`config.mk`:
```
export PLATFORM = sky130hd
export DESIGN_NAME = marker_pattern_offset_finder
export DESIGN_NICKNAME = d
export VERILOG_FILES = /design/src/rtl/core/mpof_pkg.sv /design/src/rtl/core/mpof_matcher.sv /design/src/rtl/core/mpof_rslt_fifo.sv /design/src/rtl/core/marker_pattern_offset_finder.sv
export SDC_FILE = /design/constraint.sdc
export NUM_CORES = 1
export LEC_CHECK = 0
export BUFFER_PORTS_ARGS = -buffer_cell sky130_fd_sc_hd__buf_4
export CAP_MARGIN = 10
export CORE_MARGIN = 5
export CORE_UTILIZATION = 45
export DETAILED_ROUTE_END_ITERATION = 10
export SLEW_MARGIN = 0
export SYNTH_ARGS = -nofsm -noshare
export SYNTH_HDL_FRONTEND = slang
export SYNTH_SLANG_ARGS = --single-unit
export TNS_END_PERCENT = 20
```
`constraint.sdc`:
```
create_clock -name aclk -period 8.1 [get_ports aclk]
set_input_delay 2.43 -clock aclk [delete_from_list [all_inputs] [get_ports aclk]]
set_output_delay 2.43 -clock aclk [all_outputs]
set_load 0.03 [all_outputs]
```
`src/rtl/core/mpof_pkg.sv`:
```
package mpof_pkg;

    // Fixed register and field widths
    localparam int PATTERN_W  = 48;
    localparam int LIMIT_W    = 5;
    localparam int CFG_ADDR_W = 1;
    localparam int REPORT_W   = 32;

    localparam logic [PATTERN_W-1:0] PATTERN_RESET = 48'h3635_3433_3231;
    localparam logic [LIMIT_W-1:0]   LIMIT_RESET   = 5'd20;
    localparam logic [LIMIT_W-1:0]   HARD_LIMIT    = 5'd20;

    // Result queue geometry
    localparam int FIFO_DEPTH = 4;
    localparam int FIFO_PTR_W = 2;
    localparam int FIFO_CNT_W = 3;

    typedef enum logic [CFG_ADDR_W-1:0] {
        CFG_MARKER_PATTERN = 1'b0,
        CFG_MAX_MATCHES    = 1'b1
    } cfg_idx_t;

    typedef enum logic {
        KIND_MATCH   = 1'b0,
        KIND_SUMMARY = 1'b1
    } result_kind_t;

    typedef struct packed {
        result_kind_t          kind;
        logic [REPORT_W-1:0]   offset;
        logic [LIMIT_W-1:0]    count;
        logic                  limit_reached;
        logic                  is_last;
    } result_t;

    // Up to two results pushed per input transfer, rec0 first
    typedef struct packed {
        logic [1:0] cnt;
        result_t    rec0;
        result_t    rec1;
    } result_push_t;

endpackage

```
`src/rtl/core/mpof_matcher.sv`:
```
module mpof_matcher
    import mpof_pkg::*;
#(
    parameter int OFFSET_BITS = 32,
    parameter int MARKER_LEN  = 6
) (
    input  logic                  aclk,
    input  logic                  aresetn,
    input  logic                  cfg_wr_en,
    input  logic [CFG_ADDR_W-1:0] cfg_addr,
    input  logic [PATTERN_W-1:0]  cfg_wdata,
    input  logic                  in_xfer,
    input  logic [7:0]            data_byte,
    input  logic                  first_of_file,
    input  logic                  last_of_file,
    output result_push_t          push
);

    localparam logic [3:0] LEN4     = 4'(MARKER_LEN);
    localparam logic [2:0] LAST_IDX = 3'(MARKER_LEN - 1);

    logic [PATTERN_W-1:0]   pattern_reg;
    logic [LIMIT_W-1:0]     max_reg;

    logic [OFFSET_BITS-1:0] pos_reg, pos_next;
    logic [OFFSET_BITS-1:0] cand_reg, cand_next;
    logic [2:0]             prog_reg, prog_next;
    logic [LIMIT_W-1:0]     found_reg, found_next;
    logic                   stop_reg, stop_next;

    logic [LIMIT_W-1:0]     lim;
    logic [63:0]            marker_ext;
    logic [OFFSET_BITS-1:0] pos_cur, cand_cur;
    logic [2:0]             prog_cur, p_idx;
    logic [LIMIT_W-1:0]     found_cur;
    logic                   stop_cur;
    logic [2:0]             sel_idx;
    logic [7:0]             mb_p, mb_0;
    logic [3:0]             p_next;
    logic                   hit;
    result_t                hit_rec, sum_rec;

    // Effective match limit, clamped to 1..20
    always_comb begin
        lim = max_reg;
        if (lim == '0) begin
            lim = LIMIT_W'(1);
        end else if (lim > HARD_LIMIT) begin
            lim = HARD_LIMIT;
        end
    end

    // Marker byte k sits at byte MARKER_LEN-1-k; bytes above bit 47 read zero
    assign marker_ext = {{(64 - PATTERN_W){1'b0}}, pattern_reg};
    assign sel_idx    = LAST_IDX - p_idx;
    assign mb_p       = marker_ext[{sel_idx, 3'b000} +: 8];
    assign mb_0       = marker_ext[{LAST_IDX, 3'b000} +: 8];

    // A first byte clears the per-file state before it is scanned
    assign pos_cur   = first_of_file ? '0 : pos_reg;
    assign cand_cur  = first_of_file ? '0 : cand_reg;
    assign prog_cur  = first_of_file ? '0 : prog_reg;
    assign found_cur = first_of_file ? '0 : found_reg;
    assign stop_cur  = first_of_file ? 1'b0 : (stop_reg | (found_reg >= lim));
    assign p_idx     = ({1'b0, prog_cur} >= LEN4) ? 3'd0 : prog_cur;

    // Scan step for one byte
    always_comb begin
        cand_next  = cand_cur;
        found_next = found_cur;
        stop_next  = stop_cur | (found_cur >= lim);
        prog_next  = prog_cur;
        p_next     = 4'd0;
        hit        = 1'b0;
        if (!stop_next) begin
            if (data_byte == mb_p) begin
                if (p_idx == 3'd0) begin
                    cand_next = pos_cur;
                end
                p_next = {1'b0, p_idx} + 4'd1;
            end else if (data_byte == mb_0) begin
                // restart the partial match at this byte
                cand_next = pos_cur;
                p_next    = 4'd1;
            end
            if (p_next >= LEN4) begin
                hit        = 1'b1;
                found_next = found_cur + LIMIT_W'(1);
                p_next     = 4'd0;
                if ((found_cur + LIMIT_W'(1)) >= lim) begin
                    stop_next = 1'b1;
                end
            end
            prog_next = p_next[2:0];
        end
        pos_next = pos_cur + OFFSET_BITS'(1);
    end

    // Result records
    always_comb begin
        hit_rec.kind          = KIND_MATCH;
        hit_rec.offset        = REPORT_W'(cand_next);
        hit_rec.count         = found_next;
        hit_rec.limit_reached = found_next >= lim;
        hit_rec.is_last       = !last_of_file;

        sum_rec.kind          = KIND_SUMMARY;
        sum_rec.offset        = '0;
        sum_rec.count         = found_next;
        sum_rec.limit_reached = found_next >= lim;
        sum_rec.is_last       = 1'b1;

        push.cnt  = 2'd0;
        push.rec0 = hit ? hit_rec : sum_rec;
        push.rec1 = sum_rec;
        if (in_xfer) begin
            push.cnt = {1'b0, hit} + {1'b0, last_of_file};
        end
    end

    // Configuration registers
    always_ff @(posedge aclk) begin
        if (!aresetn) begin
            pattern_reg <= PATTERN_RESET;
            max_reg     <= LIMIT_RESET;
        end else if (cfg_wr_en) begin
            unique case (cfg_idx_t'(cfg_addr))
                CFG_MARKER_PATTERN: pattern_reg <= cfg_wdata;
                CFG_MAX_MATCHES:    max_reg     <= cfg_wdata[LIMIT_W-1:0];
                default:            ;
            endcase
        end
    end

    // Scan state; a last byte leaves the state cleared for the next file
    always_ff @(posedge aclk) begin
        if (!aresetn) begin
            pos_reg   <= '0;
            cand_reg  <= '0;
            prog_reg  <= '0;
            found_reg <= '0;
            stop_reg  <= 1'b0;
        end else if (in_xfer) begin
            if (last_of_file) begin
                pos_reg   <= '0;
                cand_reg  <= '0;
                prog_reg  <= '0;
                found_reg <= '0;
                stop_reg  <= 1'b0;
            end else begin
                pos_reg   <= pos_next;
                cand_reg  <= cand_next;
                prog_reg  <= prog_next;
                found_reg <= found_next;
                stop_reg  <= stop_next;
            end
        end
    end

endmodule

```
`src/rtl/core/mpof_rslt_fifo.sv`:
```
module mpof_rslt_fifo
    import mpof_pkg::*;
(
    input  logic         aclk,
    input  logic         aresetn,
    input  result_push_t push,
    output logic         room_two,
    output logic         out_valid,
    input  logic         out_ready,
    output result_t      out_rec
);

    result_t                mem [FIFO_DEPTH];
    logic [FIFO_PTR_W-1:0]  wr_ptr_reg, wr_ptr_next;
    logic [FIFO_PTR_W-1:0]  rd_ptr_reg, rd_ptr_next;
    logic [FIFO_CNT_W-1:0]  cnt_reg, cnt_next;
    logic                   pop;

    assign out_valid = cnt_reg != '0;
    assign out_rec   = mem[rd_ptr_reg];
    assign room_two  = cnt_reg <= FIFO_CNT_W'(FIFO_DEPTH - 2);
    assign pop       = out_valid && out_ready;

    // Pointer and fill count
    always_comb begin
        wr_ptr_next = wr_ptr_reg + FIFO_PTR_W'(push.cnt);
        rd_ptr_next = rd_ptr_reg + FIFO_PTR_W'(pop);
        cnt_next    = cnt_reg + FIFO_CNT_W'(push.cnt) - FIFO_CNT_W'(pop);
    end

    always_ff @(posedge aclk) begin
        if (!aresetn) begin
            wr_ptr_reg <= '0;
            rd_ptr_reg <= '0;
            cnt_reg    <= '0;
        end else begin
            wr_ptr_reg <= wr_ptr_next;
            rd_ptr_reg <= rd_ptr_next;
            cnt_reg    <= cnt_next;
        end
    end

    // Storage: up to two entries written per transfer
    always_ff @(posedge aclk) begin
        if (push.cnt != 2'd0) begin
            mem[wr_ptr_reg] <= push.rec0;
        end
        if (push.cnt == 2'd2) begin
            mem[wr_ptr_reg + FIFO_PTR_W'(1)] <= push.rec1;
        end
    end

endmodule

```
`src/rtl/core/marker_pattern_offset_finder.sv`:
```
// A result is written into the result queue when the input byte transfers
// and is offered on m_ from the queue. The block takes one byte per cycle
// while the four-entry result queue has two entries free; a byte that
// yields both a match and a summary pushes two entries.
// Reset: synchronous active-low aresetn clears scan state and the queue and
// loads marker "654321" and a limit of 20.
module marker_pattern_offset_finder
    import mpof_pkg::*;
#(
    parameter int OFFSET_BITS = 32,
    parameter int MARKER_LEN  = 6
) (
    input  logic                  aclk,
    input  logic                  aresetn,
    input  logic                  cfg_wr_en,
    input  logic [CFG_ADDR_W-1:0] cfg_addr,
    input  logic [PATTERN_W-1:0]  cfg_wdata,
    input  logic                  s_tvalid,
    output logic                  s_tready,
    input  logic [7:0]            s_tdata,   // [7:0] data_byte
    input  logic                  s_tuser,   // first_of_file
    input  logic                  s_tlast,   // last_of_file
    output logic                  m_tvalid,
    input  logic                  m_tready,
    output logic [39:0]           m_tdata,   // [31:0] match_offset, [36:32] match_count,
                                             // [37] limit_reached, [39:38] zero
    output logic                  m_tuser,   // result_kind
    output logic                  m_tlast    // is_last
);

    result_push_t push;
    result_t      out_rec;
    logic         room_two;
    logic         in_xfer;

    assign s_tready = room_two;
    assign in_xfer  = s_tvalid && s_tready;

    mpof_matcher #(
        .OFFSET_BITS (OFFSET_BITS),
        .MARKER_LEN  (MARKER_LEN)
    ) u_matcher (
        .aclk          (aclk),
        .aresetn       (aresetn),
        .cfg_wr_en     (cfg_wr_en),
        .cfg_addr      (cfg_addr),
        .cfg_wdata     (cfg_wdata),
        .in_xfer       (in_xfer),
        .data_byte     (s_tdata),
        .first_of_file (s_tuser),
        .last_of_file  (s_tlast),
        .push          (push)
    );

    mpof_rslt_fifo u_rslt_fifo (
        .aclk      (aclk),
        .aresetn   (aresetn),
        .push      (push),
        .room_two  (room_two),
        .out_valid (m_tvalid),
        .out_ready (m_tready),
        .out_rec   (out_rec)
    );

    // Pack the result record onto the master side
    assign m_tdata = {2'b00, out_rec.limit_reached, out_rec.count, out_rec.offset};
    assign m_tuser = out_rec.kind;
    assign m_tlast = out_rec.is_last;

endmodule

```
==> results.py, run 1 <==
metrics = {
    "global_route": {
        "antenna_found_initial": 0,
        "track_usage": 0.205,
        "grt_pass1_vias": 10400,
        "grt_pass1_wl_um": 56200,
        "grt_max_degree": 54,
        "overflow": 0,
    },
    "clocking": {
        "clkSlewWorstSetupHoldPaths_ps": 60,
        "root_buffer": "clkbuf_16",
        "clkSinkCount": 293,
        "cts_tree": "built",
        "cts.path.max_buffers": 3,
        "clk_latency_ps": 510,
        "numCtsBuffers": 34,
        "htreeDepth": 2,
        "post-cts-setup-buffers": 0,
        "cts_hold_buffers": 0,
        "cts_resized": 0,
    },
    "pwr": {
        "vdd_drop_max_v": 0.000119,
        "finalPower_uw": 3460,
        "p_leak_uw": 0.00567,
        "powerDensity_mw_per_mm2": 224,
    },
    "route": {
        "drc": 0,
        "avgRoutedWirePerCell_um": 18.0,
        "drtIter0Drc": 642,
        "ant_nets": 0,
        "via_per_inst": 5.54,
        "wl_um": 34100,
        "num_vias": 10500,
        "drt-pass1-iter-count": 5,
    },
    "sta": {
        "setup_violations": 0,
        "slew_headroom": 0.362,
        "worstMarginPinSlew_ps": 955,
        "rsz0062_at_grt": "false",
        "max_clock_freq_ghz": 0.146,
        "setup_slack_ps": 1230,
        "skew_ps": 15.4,
        "finalHoldViolCount": 0,
        "final.setup.tns_ps": 0,
        "slew_violations": 0,
        "period_needed_ps": 6870,
        "fin_crit_sh": 0.848,
    },
    "finish": {
        "final_nets": 1586,
        "final_common_cell": "nand2_1",
        "seq_area_mm2": 0.00611,
        "multi_input_area_mm2": 0.00676,
        "diodes": 0,
        "final_core_util": 0.525,
        "final_cell_mix": "nand2_1, dfxtp_1, o21ai_0",
        "area_delta_synth_final_pct": 16.0,
        "drive_gt1_frac": 0.181,
        "fillers": 2721,
        "largest_reg_flops": 160,
    },
    "synthesis": {
        "synth_area_per_cell_um2": 9.40,
        "synth_edf_count": 24,
        "syn_area_mm2": 0.0133,
        "ys_ff_latch": 293,
        "yosys_warnings": 0,
        "synthesis.instances": 1419,
        "synth-main-ff-cell": "dfxtp_1",
        "ys_types": 58,
        "ys_seq_area_frac": 0.458,
        "synth-async-reset-ratio": 0,
    },
    "hold_path": {
        "hold_path.class": "flip-flop to flip-flop",
        "whs_path_depth": 2,
        "hp-start": "u_rslt_fifo.mem[0][9]$_SDFFE_PP0N_",
        "min_to": "u_rslt_fifo.mem[0][9]$_SDFFE_PP0N_",
    },
    "setup_path": {
        "crit_path_max_incr_delay_ps": 640,
        "crit_fanout": 27,
        "crit_arrival_ps": 7100,
        "r2r_start": "u_matcher.prog_reg[1]$_SDFFE_PN0P_",
        "reg2reg_slack_ps": 3000,
        "path_class": "input pin to flip-flop",
        "critPathLaunchType": "input pin",
        "crit_chain": "buf_4 > nor2b_1 > ha_1 > mux4_2 > a221o_1 > a32oi_1 > and4_1 > nand3_1 > mux2i_1 > inv_1 > ha_1 > a21oi_1 > nor2b_1 > o21ai_0 > nand2b_1 > a21oi_1 > nor2_1",
        "cp_slowest_cell": "ha_1",
        "reg2reg_to": "u_rslt_fifo.mem[2][1]$_DFFE_PP_",
        "critPathRequiredTime_ps": 8330,
        "cp-end-kind": "flip-flop",
        "r2r_cells": 16,
    },
    "die": {
        "placementRows": 63,
        "ioPinCount": 108,
        "initial_utilization": 0.452,
        "coreArea_mm2": 0.0295,
        "die_w_um": 182,
        "die_h_um": 182,
        "dieArea_mm2": 0.0332,
    },
    "placement": {
        "portBuffers": 105,
        "dp_slack_ps": 664,
        "gp_congestion": 0.861,
        "dp_hpwl_um": 22500,
    },
    "outcome": {
        "status": "finished clean",
    },
    "job": {
        "cap_viol_max_count": 0,
    },
}
[report_power, final]
part           leakage [uW]  internal, uW  switching, uW
clock              0.000513           859            585
combinational       0.00278           195            285
sequential          0.00238          1500           32.0
total               0.00567          2560            903
[worst max-delay path by stage]
stage                       start                         endpoint  slack (ps)  depth (start not counted)
after CTS                 s_tuser  u_rslt_fifo.mem[0][1]$_DFFE_PP_        1200                         17
after global routing      s_tuser  u_rslt_fifo.mem[2][1]$_DFFE_PP_         790                         18
after floorplan           s_tuser  u_rslt_fifo.mem[1][1]$_DFFE_PP_        1020                         23
after detailed placement  s_tuser  u_rslt_fifo.mem[0][1]$_DFFE_PP_         660                         17
after global placement    s_tuser  u_rslt_fifo.mem[0][1]$_DFFE_PP_         890                         17
final                     s_tuser  u_rslt_fifo.mem[2][1]$_DFFE_PP_        1230                         17
[synth_stat cells (19+ instances only)]
master	number	area share
mux4_2	48	0.081
edfxtp_1	24	0.054
xnor2_1	19	0.012
nand2_1	294	0.083
a21boi_0	39	0.022
nor2_1	55	0.015
nand3_1	55	0.021
o2bb2ai_1	32	0.021
o21ai_0	162	0.061
a21oi_1	26	0.0098
dfxtp_1	269	0.40
nor3_1	25	0.0094
inv_1	26	0.0073
nor2b_1	36	0.017
ha_1	34	0.032
clkbuf_1	83	0.023
mux2i_2	31	0.032
[cell families (layout without fill, tap and decap cells)]
| group | count (synthesis) | in the layout | share of synthesized area |
|---|---|---|---|
| and+or+nand+nor | 535 | 535 | 0.182 |
| DFF | 293 | 293 | 0.458 |
| muxes | 95 | 95 | 0.126 |
| xor gates and xnor gates | 22 | 22 | 0.0145 |
| adders and majority gates | 35 | 35 | 0.0334 |
| other | 1 | 2 | 0.000281 |
| buffers and inverters | 122 | 213 | 0.0373 |
| AOI/OAI and AO/OA | 316 | 316 | 0.149 |
[final cells by class]
class	instances	area share
multi-input combinational	1005	0.437
sequential	293	0.395
timing repair buffer	127	0.0624
clock buffer	51	0.0624
tap	390	0.0315
inverter	26	0.00631
clock inverter	9	0.00582
[layer usage]
metal | global-route usage | vias up | wire [um]
met1 | 0.289 | 5041 | 15800
met3 | 0.0353 | 47 | 1930
met5 | 0 | - | 0
met4 | 0.0456 | 0 | 634
li1 | - | 5159 | -
met2 | 0.332 | 281 | 15800
[worst max-delay path, delay by kind of cell]
family / cells / cell delay [ps]
AO/OA/AOI/OAI: 5 / 1170
AND/OR/NAND/NOR: 6 / 1180
buffers and inverters: 2 / 290
adder cells (fa/ha/maj): 2 / 920
multiplexers: 2 / 1090
[metrics by stage]
stage                     area (um2)  std cells  hold WS [ps]
final                          15500       1901           447
after global routing           15500       1901           470
after CTS                      15500       1901           452
after detailed placement       14400       1841           439
after global placement         14400       1841           429
after floorplan                13300       1420           420
Note: power is estimated with default switching activity, not from simulation.
==> run 2, diff against run 1 <==
==> constraint.sdc (replaced) <==
create_clock -name aclk -period 7.1 [get_ports aclk]
set_input_delay 2.13 -clock aclk [delete_from_list [all_inputs] [get_ports aclk]]
set_output_delay 2.13 -clock aclk [all_outputs]
set_load 0.03 [all_outputs]
==> results.py, run 2 (synthesis results as in run 1) <==
metrics = {
    "finish": {
        "area_delta_synth_final_pct": 17.7,
        "final_cell_mix": "nand2_1, dfxtp_1, o21ai_0",
        "largest_reg_flops": 160,
        "final_common_cell": "nand2_1",
        "final_cells": 1905,
        "fillers": 2789,
        "drive_gt1_frac": 0.187,
        "diodes": 0,
        "final_nets": 1590,
    },
    "route": {
        "via_per_inst": 5.45,
        "ant_nets": 0,
        "avgRoutedWirePerCell_um": 17.1,
        "drtIter0Drc": 682,
        "num_vias": 10400,
        "drt-pass1-iter-count": 5,
        "wl_um": 32500,
        "drc": 0,
    },
    "pwr": {
        "switching_share": 0.254,
        "vdd_drop_max_v": 0.000132,
        "powerDensity_mw_per_mm2": 260,
        "p_int_uw": 3050,
        "clock_power_share": 0.438,
        "p_sw_uw": 1040,
        "p_leak_uw": 0.00578,
        "seqPwrFrac": 0.433,
        "pwr-share-comb": 0.129,
    },
    "setup_path": {
        "critPathLaunchType": "input pin",
        "crit_fanout": 19,
        "cp-end-kind": "flip-flop",
        "path_class": "input pin to flip-flop",
        "crit_arrival_ps": 6370,
        "critPathRequiredTime_ps": 7340,
    },
    "clocking": {
        "cts_resized": 0,
        "cts_tree": "built",
        "root_buffer": "clkbuf_16",
        "htreeDepth": 2,
        "clk_latency_ps": 520,
        "cts_hold_buffers": 0,
        "clkSlewWorstSetupHoldPaths_ps": 60,
        "clkSinkCount": 293,
        "cts.path.max_buffers": 3,
        "post-cts-setup-buffers": 0,
        "numCtsBuffers": 34,
    },
    "outcome": {
        "status": "finished clean",
    },
    "placement": {
        "placedCellCount": 1845,
        "gp_congestion": 0.828,
        "portBuffers": 105,
        "dp_hpwl_um": 21800,
    },
    "sta": {
        "slew_violations": 0,
        "fin_crit_sh": 0.863,
        "setup_violations": 0,
        "skew_ps": 20.0,
        "max_clock_freq_ghz": 0.163,
        "worstMarginPinSlew_ps": 962,
        "period_needed_ps": 6130,
        "rsz0062_at_grt": "false",
        "slew_headroom": 0.356,
        "finalHoldViolCount": 0,
        "final.setup.tns_ps": 0,
    },
    "global_route": {
        "antenna_found_initial": 0,
        "grt_pass1_wl_um": 54200,
        "grt_pass1_vias": 10300,
        "grt_max_degree": 52,
        "overflow": 0,
        "track_usage": 0.196,
    },
    "job": {
        "cap_viol_max_count": 0,
    },
    "die": {
        "ioPinCount": 108,
        "die_w_um": 182,
        "placementRows": 63,
        "dieArea_mm2": 0.0332,
        "die_h_um": 182,
        "initial_utilization": 0.452,
        "coreArea_mm2": 0.0295,
    },
    "hold_path": {
        "hold_path.class": "flip-flop to flip-flop",
    },
}
==> run 2: changes by cell type in the layout (fill, tap and decap cells not counted) <==
cell | before | now
clkbuf_8 | 5 | 7
clkinv_2 | 3 | 2
buf_4 | 126 | 123
clkinvlp_4 | 1 | 3
buf_12 | 1 | 8
clkbuf_1 | 12 | 6
bufinv_16 | 1 | 4
==> run 2: final cells by class <==
type	instances	area (um2)	area share
multi-input cells	1005	6760	0.430
flip-flops and latches	293	6110	0.389
repair buffers	131	1080	0.0690
clock buffers	47	970	0.0618
well taps	390	488	0.0311
clock inverters	13	190	0.0121
inverters	26	97.6	0.00622
==> run 2: worst max-delay path: stages <==
cell and delay (ps):
buf_4 130, nand2b_1 140, inv_1 80, ha_1 200, nor3b_2 170, buf_4 270
mux2_2 380, a221o_1 350, a32oi_1 300, and4_1 370, nand3_1 330, mux2i_1 260
buf_4 160, inv_1 40, ha_1 270, a21oi_1 130, nor2b_1 60, o21ai_0 140
nand2b_1 70, a21oi_1 290, nor2_1 90
==> run 2: power groups by stage <==
| stage | Clock, uW | Combinational (uW) | Sequential [uW] |
|---|---|---|---|
| after floorplan | 0 | 393 | 1770 |
| after global placement | 0 | 529 | 1810 |
| after detailed placement | 0 | 533 | 1810 |
| after CTS | 1830 | 535 | 1770 |
| after global routing | 1910 | 578 | 1780 |
| final | 1790 | 527 | 1770 |
==> run 2: final timing paths <==
check                                      start                                  end  slack [ps]  depth (start not counted)
max                                      s_tuser      u_rslt_fifo.mem[2][1]$_DFFE_PP_         970                         21
min          u_rslt_fifo.mem[2][36]$_SDFFE_PP0P_  u_rslt_fifo.mem[2][36]$_SDFFE_PP0P_         450                          2
min reg2reg  u_rslt_fifo.mem[2][36]$_SDFFE_PP0P_  u_rslt_fifo.mem[2][36]$_SDFFE_PP0P_         450                          2
max reg2reg   u_matcher.prog_reg[1]$_SDFFE_PN0P_      u_rslt_fifo.mem[2][1]$_DFFE_PP_        2370                         18
==> run 2: stage by stage <==
stage | worst slack (ps) | util | total power (uW) | cell area (um2) | hold WS, ps
after floorplan | 318 | - | 2160 | 13300 | 420
after global placement | 560 | 0.493 | 2330 | 14500 | 429
after detailed placement | 473 | 0.493 | 2340 | 14500 | 436
after CTS | 984 | 0.532 | 4130 | 15700 | 451
after global routing | 472 | 0.532 | 4260 | 15700 | 473
final | 974 | 0.532 | 4080 | 15700 | 447
==> run 2: per-layer routing <==
metal,routed length [um],global-route usage
met5,0,0
met3,1370,0.0291
met1,15300,0.272
met2,15300,0.324
met4,600,0.0474
